## config.mk

```make
export PLATFORM = sky130hd
export DESIGN_NAME = wtsp_ctrl
export DESIGN_NICKNAME = d
export VERILOG_FILES = /design/src/hdl/wtsp_pkg.sv /design/src/hdl/wtsp_ctrl.sv
export VERILOG_INCLUDE_DIRS = /design/src /design/src/hdl
export SDC_FILE = /design/constraint.sdc
export NUM_CORES = 1
export LEC_CHECK = 0
export BUFFER_PORTS_ARGS = -buffer_cell sky130_fd_sc_hd__buf_2
export CORE_AREA = 4 4 41 43
export DETAILED_ROUTE_END_ITERATION = 6
export DIE_AREA = 0 0 45 47
export GPL_TIMING_DRIVEN = 0
export PLACE_DENSITY = 0.71
export SYNTH_ARGS = -nofsm -noshare
export SYNTH_HDL_FRONTEND = slang
export SYNTH_SLANG_ARGS = --single-unit
export TNS_END_PERCENT = 1
```

## constraint.sdc

```tcl
create_clock -name clk -period 2.2 [get_ports clk]
set_clock_uncertainty 0.05 [all_clocks]
set_input_delay 0.22 -clock clk [delete_from_list [all_inputs] [get_ports clk]]
set_output_delay 0.22 -clock clk [all_outputs]
set_load 0.1 [all_outputs]
```

## src/hdl/world_to_screen_projection_assert.svh

```systemverilog
// Assertion macros shared by the projection block's RTL.
// No dependencies; each use expects signals clk and rst in scope.
`ifndef WORLD_TO_SCREEN_PROJECTION_ASSERT_SVH
`define WORLD_TO_SCREEN_PROJECTION_ASSERT_SVH

// Same-cycle implication, checked out of reset
`define WTSP_ASSERT_NOW(name, ante, cons, msg) \
  name: assert property (@(posedge clk) disable iff (rst) (ante) |-> (cons)) else $error(msg);

// Next-cycle implication, checked out of reset
`define WTSP_ASSERT_NEXT(name, ante, cons, msg) \
  name: assert property (@(posedge clk) disable iff (rst) (ante) |=> (cons)) else $error(msg);

`endif

```

## src/hdl/wtsp_pkg.sv

```systemverilog
// Shared types and constants for the world-to-screen projection block.
// No dependencies.
package wtsp_pkg;

  // Item command codes
  localparam logic [1:0] CMD_LOAD_VIEW = 2'd0;
  localparam logic [1:0] CMD_LOAD_PROJ = 2'd1;
  localparam logic [1:0] CMD_POINT     = 2'd2;

  // Configuration register indexes
  localparam logic REG_WIDTH  = 1'b0;
  localparam logic REG_HEIGHT = 1'b1;

  localparam int WIN_W = 14;  // viewport size register width
  localparam int QUO_W = 42;  // signed viewport offset from the divider
  localparam int SUM_W = 44;  // offset plus half size before saturation

  localparam logic [WIN_W-1:0] WIDTH_RESET  = 14'd1280;
  localparam logic [WIN_W-1:0] HEIGHT_RESET = 14'd720;

  typedef enum logic [2:0] {
    S_IDLE,
    S_PASS0,
    S_PASS1,
    S_DIV_START,
    S_DIVIDE,
    S_FINISH
  } ctrl_state_t;

  typedef enum logic [1:0] {
    DV_IDLE,
    DV_LOAD,
    DV_PREP,
    DV_ITER
  } div_state_t;

  // Controller to datapath
  typedef struct packed {
    logic       item_take;  // input transaction this cycle
    logic       mul_issue;  // start one product
    logic       pass;       // 0: times view, 1: times projection
    logic [1:0] row;
    logic [1:0] col;
    logic       div_start;
    logic       out_load;
  } ctrl_cmd_t;

  // Datapath to controller
  typedef struct packed {
    logic w_zero;
    logic div_done;
  } ctrl_status_t;

endpackage

```

## src/hdl/wtsp_ctrl.sv

```systemverilog
// Controller state machine: sequences the 32 multiply-accumulates, the division
// and the output register. Depends on wtsp_pkg and the assertion header.
`include "world_to_screen_projection_assert.svh"
module wtsp_ctrl (
  input  logic                    clk,
  input  logic                    rst,
  input  logic                    item_valid,
  input  logic [1:0]              command,
  output logic                    item_stall,
  output logic                    result_valid,
  input  logic                    result_stall,
  input  wtsp_pkg::ctrl_status_t  status,
  output wtsp_pkg::ctrl_cmd_t     cmd
);
  import wtsp_pkg::*;

  ctrl_state_t state, state_next;
  logic [4:0]  cnt, cnt_next;
  logic        out_free;

  assign out_free = !result_valid || !result_stall;

  // Next state
  always_comb begin
    state_next = state;
    cnt_next   = cnt;
    case (state)
      S_IDLE: begin
        cnt_next = '0;
        if (item_valid && command == CMD_POINT) state_next = S_PASS0;
      end
      S_PASS0, S_PASS1: begin
        cnt_next = cnt + 5'd1;
        if (cnt == 5'd16) begin
          cnt_next   = '0;
          state_next = (state == S_PASS0) ? S_PASS1 : S_DIV_START;
        end
      end
      S_DIV_START: state_next = status.w_zero ? S_FINISH : S_DIVIDE;
      S_DIVIDE: begin
        if (status.div_done) state_next = S_FINISH;
      end
      S_FINISH: begin
        if (out_free) state_next = S_IDLE;
      end
      default: state_next = S_IDLE;
    endcase
  end

  // Outputs
  always_comb begin
    item_stall    = (state != S_IDLE);
    cmd           = '0;
    cmd.item_take = (state == S_IDLE) && item_valid;
    cmd.mul_issue = (state == S_PASS0 || state == S_PASS1) && !cnt[4];
    cmd.pass      = (state == S_PASS1);
    cmd.row       = cnt[1:0];
    cmd.col       = cnt[3:2];
    cmd.div_start = (state == S_DIV_START) && !status.w_zero;
    cmd.out_load  = (state == S_FINISH) && out_free;
  end

  always_ff @(posedge clk) begin
    if (rst) begin
      state        <= S_IDLE;
      cnt          <= '0;
      result_valid <= 1'b0;
    end else begin
      state <= state_next;
      cnt   <= cnt_next;
      if (cmd.out_load) result_valid <= 1'b1;
      else if (!result_stall) result_valid <= 1'b0;
    end
  end

  `WTSP_ASSERT_NOW(a_done_in_divide, status.div_done, state == S_DIVIDE, "stray divider done")
  `WTSP_ASSERT_NEXT(a_load_shows, cmd.out_load, result_valid, "loaded result not shown")
  `WTSP_ASSERT_NOW(a_pass1_after_pass0, state == S_PASS1 && cnt == 5'd0,
    $past(state) == S_PASS0, "projection pass without view pass")

endmodule

```

# Yosys cells after proc, flatten, opt, wreduce, memory -nomap -nowiden
# Cells that the tools add are included.
# word_totals
out_inout_bits	11
register_bits	9
# op_classes
add_sub_neg	1
n_mux	11
n_reduce_logical	16
n_eq_ne	12
# op_table
cell	n
$pmux W3 S5	1
$mux W3	4
$pmux W5 S2	1
$ne A2 B2 Y1 const B	4
$eq A3 B2 Y1 const B	2
$eq A3 B3 Y1 const B	2
$add A5 B1 Y5 const B	1
$eq A5 B5 Y1 const B	1
$logic_and A1 B1 Y1	5
$mux W5	1
$logic_not A1 Y1	4
$mux W1	4
$reduce_and A4 Y1	1
$eq A3 B1 Y1 const B	1
$logic_not A3 Y1	1
$reduce_bool A3 Y1	1
$eq A2 B2 Y1 const B	1
$logic_or A1 B1 Y1	2
$ne A2 B1 Y1 const B	1
$reduce_bool A2 Y1	1
$reduce_or A2 Y1	1

# Longest topological paths before layout
# depth
ltp_word	4
depth_mapped	6

# Worst setup path after synthesis
# Ideal clock, no wire load.
# synth_path
path_kind	register to output
startpoint	register state[0]
endpoint	output port cmd[8] (netlist name)
setup_slack_ns	-0.783
path_buffers	1
path_stages_with_launch	4
arrival_time_ns	2.713
t_required_ns	1.930
path_cell_list	dfxtp_1 clkbuf_1 or3_1 nor2_1
# synth_lines
item	line_no	text
start: declaration	wtsp_ctrl.sv:17	ctrl_state_t state, state_next;
start signal: assignment	wtsp_ctrl.sv:69	state <= state_next;
end: declaration	wtsp_ctrl.sv:13	output wtsp_pkg::ctrl_cmd_t cmd

==> summary.md <==
Routability-driven placement finished with a final weighted congestion of 0.779. In this run, the number of DRC markers left after iteration 0 of detailed routing was 7. Clock tree synthesis inserted a total of 3 buffers.

The tools report the global routing usage summed across all routing layers as 0.127. For this run the aggregate overflow at the end of global routing stands at 0. The max-slew violation count is 0. Layout cell share with drive strength beyond 1: 0.305.

Entering global routing, the biggest net connects 11 pins. The DRC violation count after routing is 0. TritonCTS built the clock tree. Setup repair after global routing left no endpoint under its margin. Fill cells in the final layout number 150.

The portion of synthesized cell area occupied by the leading cell type was 0.309. The worst setup path is captured at a primary output. Hold is met by 222 ps. The data arrival time of the critical path is 1780 ps. The first-pass detailed-route iteration total came out at 4. The run gives 489 MHz as the highest attainable clock frequency.

The initial cell density of the core came out at 0.448. The logs give 106 for the layout net count and 719 µm² for the final design area excluding fillers. The critical path data required time is 1930 ps.

Once the clock tree was built, the resizer swapped 0 gates to a different size. Max-cap violations in this run came to 0. Overall routed net length: 1270 µm.

Count of buffers inserted at the top-level ports: 17. The most common cell after layout, fill and taps aside is sky130_fd_sc_hd__buf_2. Leading area contributor after synthesis: sky130_fd_sc_hd__dfxtp_1.

Averaged over all synthesized cells, the footprint is 7.88 µm². CTS saw 9 sinks. The average detailed-routed wire length per instance was 11.5 µm. The repair_antennas step left the layout with diodes totalling 0. Pin slew with the least headroom to its limit: 487 ps. The time the worst path needs with I/O delays and setup was 2050 ps. The maximum fanout along the worst path was 10; the wire length of the first global-routing pass was 1960 µm. The number of synthesized register bits came out at 9.

The total setup violations reported at the end of the flow came out at 0. The logs give 337 µV for the worst IR drop on VDD and 19 for the number of I/O pins. After floorplanning, the core was divided into 13 placement rows. The flow ran to the end, and the final reports show no timing, DRC or antenna violations.

Area growth from synthesis to final layout: 23.4%. Power spread over the standard cell area amounts to 676 nW/µm². The routed layout has 587 vias. By area the synthesized netlist is led by sky130_fd_sc_hd__dfxtp_1 31%, sky130_fd_sc_hd__a21oi_1 6.9%, sky130_fd_sc_hd__nand2_1 6.4%. The total cell area at the placement stage came out at 693 µm². The leakage power total is 0.314 nW, and the insertion delay of the later-clocked pin in the worst-skew pair is 250 ps. The number of distinct standard cells referenced by the synthesized netlist was 28; the die extent in x was 45 µm.

The critical path is of the flip-flop to primary output type. The number of antenna violations at the first check in global routing was 0. The cell area that synthesis handed to floorplanning was 583 µm². Counting every instance in the synthesized netlist gives 74.

The run gives 0.671 as the worst max-slew margin expressed relative to the limit. The final cycle utilization of the critical path works out to 0.930. The cell sitting at the root of the clock tree is a sky130_fd_sc_hd__clkbuf_4.

The tools report the global routing usage on met3 as 0.0690. Dividing the detail-routed via count by the number of cells gives 5.34. Class of the worst hold path: input port to flip-flop. Post-route core utilization: 0.553.

The kind of start point of the critical path is a flip-flop. The tools report the count of endpoints failing hold in the final timing report as 0. The floorplan step defined a die boundary enclosing 2120 µm². The total number of yosys warnings was 0. Number of buffers inserted for hold repair after clock tree synthesis: 0. The logs give 0.309 for the sequential fraction of the synthesis area and 84 for the post-synthesis net count. The number of buffers on the longest clock path was 2. The run gives 0.152 as the global-route track usage on met1.

The floorplan step set the die height to 47 µm. The HPWL after detailed placement is 964 µm. The met2 usage is 0.192.

The run gives 1 as the H-tree depth. The clock slew at the register clock pins of the worst setup and hold paths came out at 60 ps. After global routing, the most crowded layer is met2. For the number of global-route vias before repair, the log shows 489. In this run the standard cell core region covers 1300 µm². Post-CTS timing repair inserted 0 buffers for setup.

The library cells used most frequently in the layout, excluding fill and tap cells, are 17 x sky130_fd_sc_hd__buf_2, 10 x sky130_fd_sc_hd__nand2_1, 9 x sky130_fd_sc_hd__dfxtp_1. The remaining antenna violation count after routing is 0.
[area by class of cell]
class	count	area (µm²)	share of cell area
Tap cell	15	18.8	0.0261
Sequential cell	9	180	0.250
Multi-Input combinational cell	53	349	0.485
Buffer	7	41.3	0.0574
Clock buffer	4	26.3	0.0365
Timing Repair Buffer	17	85.1	0.118
Inverter	5	18.8	0.0261
[critical path, cell delays in order (launching register included)]
cell and delay, ps:
sky130_fd_sc_hd__dfxtp_1 340, sky130_fd_sc_hd__clkbuf_1 220, sky130_fd_sc_hd__or3_1 450, sky130_fd_sc_hd__nor2_2 90
sky130_fd_sc_hd__buf_2 420
[path summary, 6_finish.rpt]
path	start	slack [ps]	endpoint	cells after the start
max	state[0]	150	cmd[8]	4
min reg2reg	result_valid	480	result_valid	2
max reg2reg	cnt[0]	310	state[0]	6
min	result_stall	220	result_valid	3
[registers in the layout (all words and copies together) (netlist names)]
register and count:
state 3, cnt 5, result_valid 1
[synth_stat cells]
library cell,instances
sky130_fd_sc_hd__a2111oi_0,1
sky130_fd_sc_hd__a211oi_1,2
sky130_fd_sc_hd__a211oi_2,1
sky130_fd_sc_hd__a21oi_1,8
sky130_fd_sc_hd__a311oi_1,2
sky130_fd_sc_hd__a41oi_1,3
sky130_fd_sc_hd__and2b_1,1
sky130_fd_sc_hd__and3_1,1
sky130_fd_sc_hd__and4b_1,1
sky130_fd_sc_hd__and4bb_1,1
sky130_fd_sc_hd__buf_1,1
sky130_fd_sc_hd__buf_4,4
sky130_fd_sc_hd__clkbuf_1,2
sky130_fd_sc_hd__dfxtp_1,9
sky130_fd_sc_hd__ha_1,2
sky130_fd_sc_hd__inv_1,5
sky130_fd_sc_hd__nand2_1,10
sky130_fd_sc_hd__nand2b_1,2
sky130_fd_sc_hd__nand2b_2,1
sky130_fd_sc_hd__nand3_1,1
sky130_fd_sc_hd__nor2_1,7
sky130_fd_sc_hd__nor2b_1,3
sky130_fd_sc_hd__nor4bb_2,1
sky130_fd_sc_hd__o21a_1,1
sky130_fd_sc_hd__o21ai_0,1
sky130_fd_sc_hd__o31ai_1,1
sky130_fd_sc_hd__or3_1,1
sky130_fd_sc_hd__or4b_1,1
[per-layer routing]
| metal | vias up | part of all wire | routed length (µm) |
|---|---|---|---|
| li1 | 301 | - | - |
| met1 | 266 | 0.44 | 564 |
| met2 | 16 | 0.46 | 590 |
| met3 | 4 | 0.076 | 97 |
| met4 | 0 | 0.013 | 17 |
| met5 | - | 0 | 0 |
[cells by family (layout without fill, tap and decap cells)]
kind of cell	after synthesis	count (layout)	share of synthesized area
AOI/OAI and AO/OA	20	20	0.240
adders and majority gates	2	2	0.0429
buffers and inverters	12	33	0.103
DFF	9	9	0.309
and+or+nand+nor	31	31	0.305
[stage by stage]
step / power (mW) / std cells / setup TNS (ps) / setup WS [ps]
global route: 0.514 / 110 / 0 / 103
global placement: 0.364 / 106 / 0 / 376
CTS: 0.490 / 110 / 0 / 165
floorplan: 0.336 / 74 / -602 / -321
finish: 0.486 / 110 / 0 / 155
detailed placement: 0.365 / 106 / 0 / 346
[report_power, final]
group | internal, mW | switching, mW | leakage [nW]
registers | 0.169 | 0.00653 | 0.0727
logic | 0.0463 | 0.141 | 0.227
clock network | 0.0696 | 0.0535 | 0.0150
total | 0.285 | 0.201 | 0.314
No activity file was read; power rests on OpenSTA's default activity.
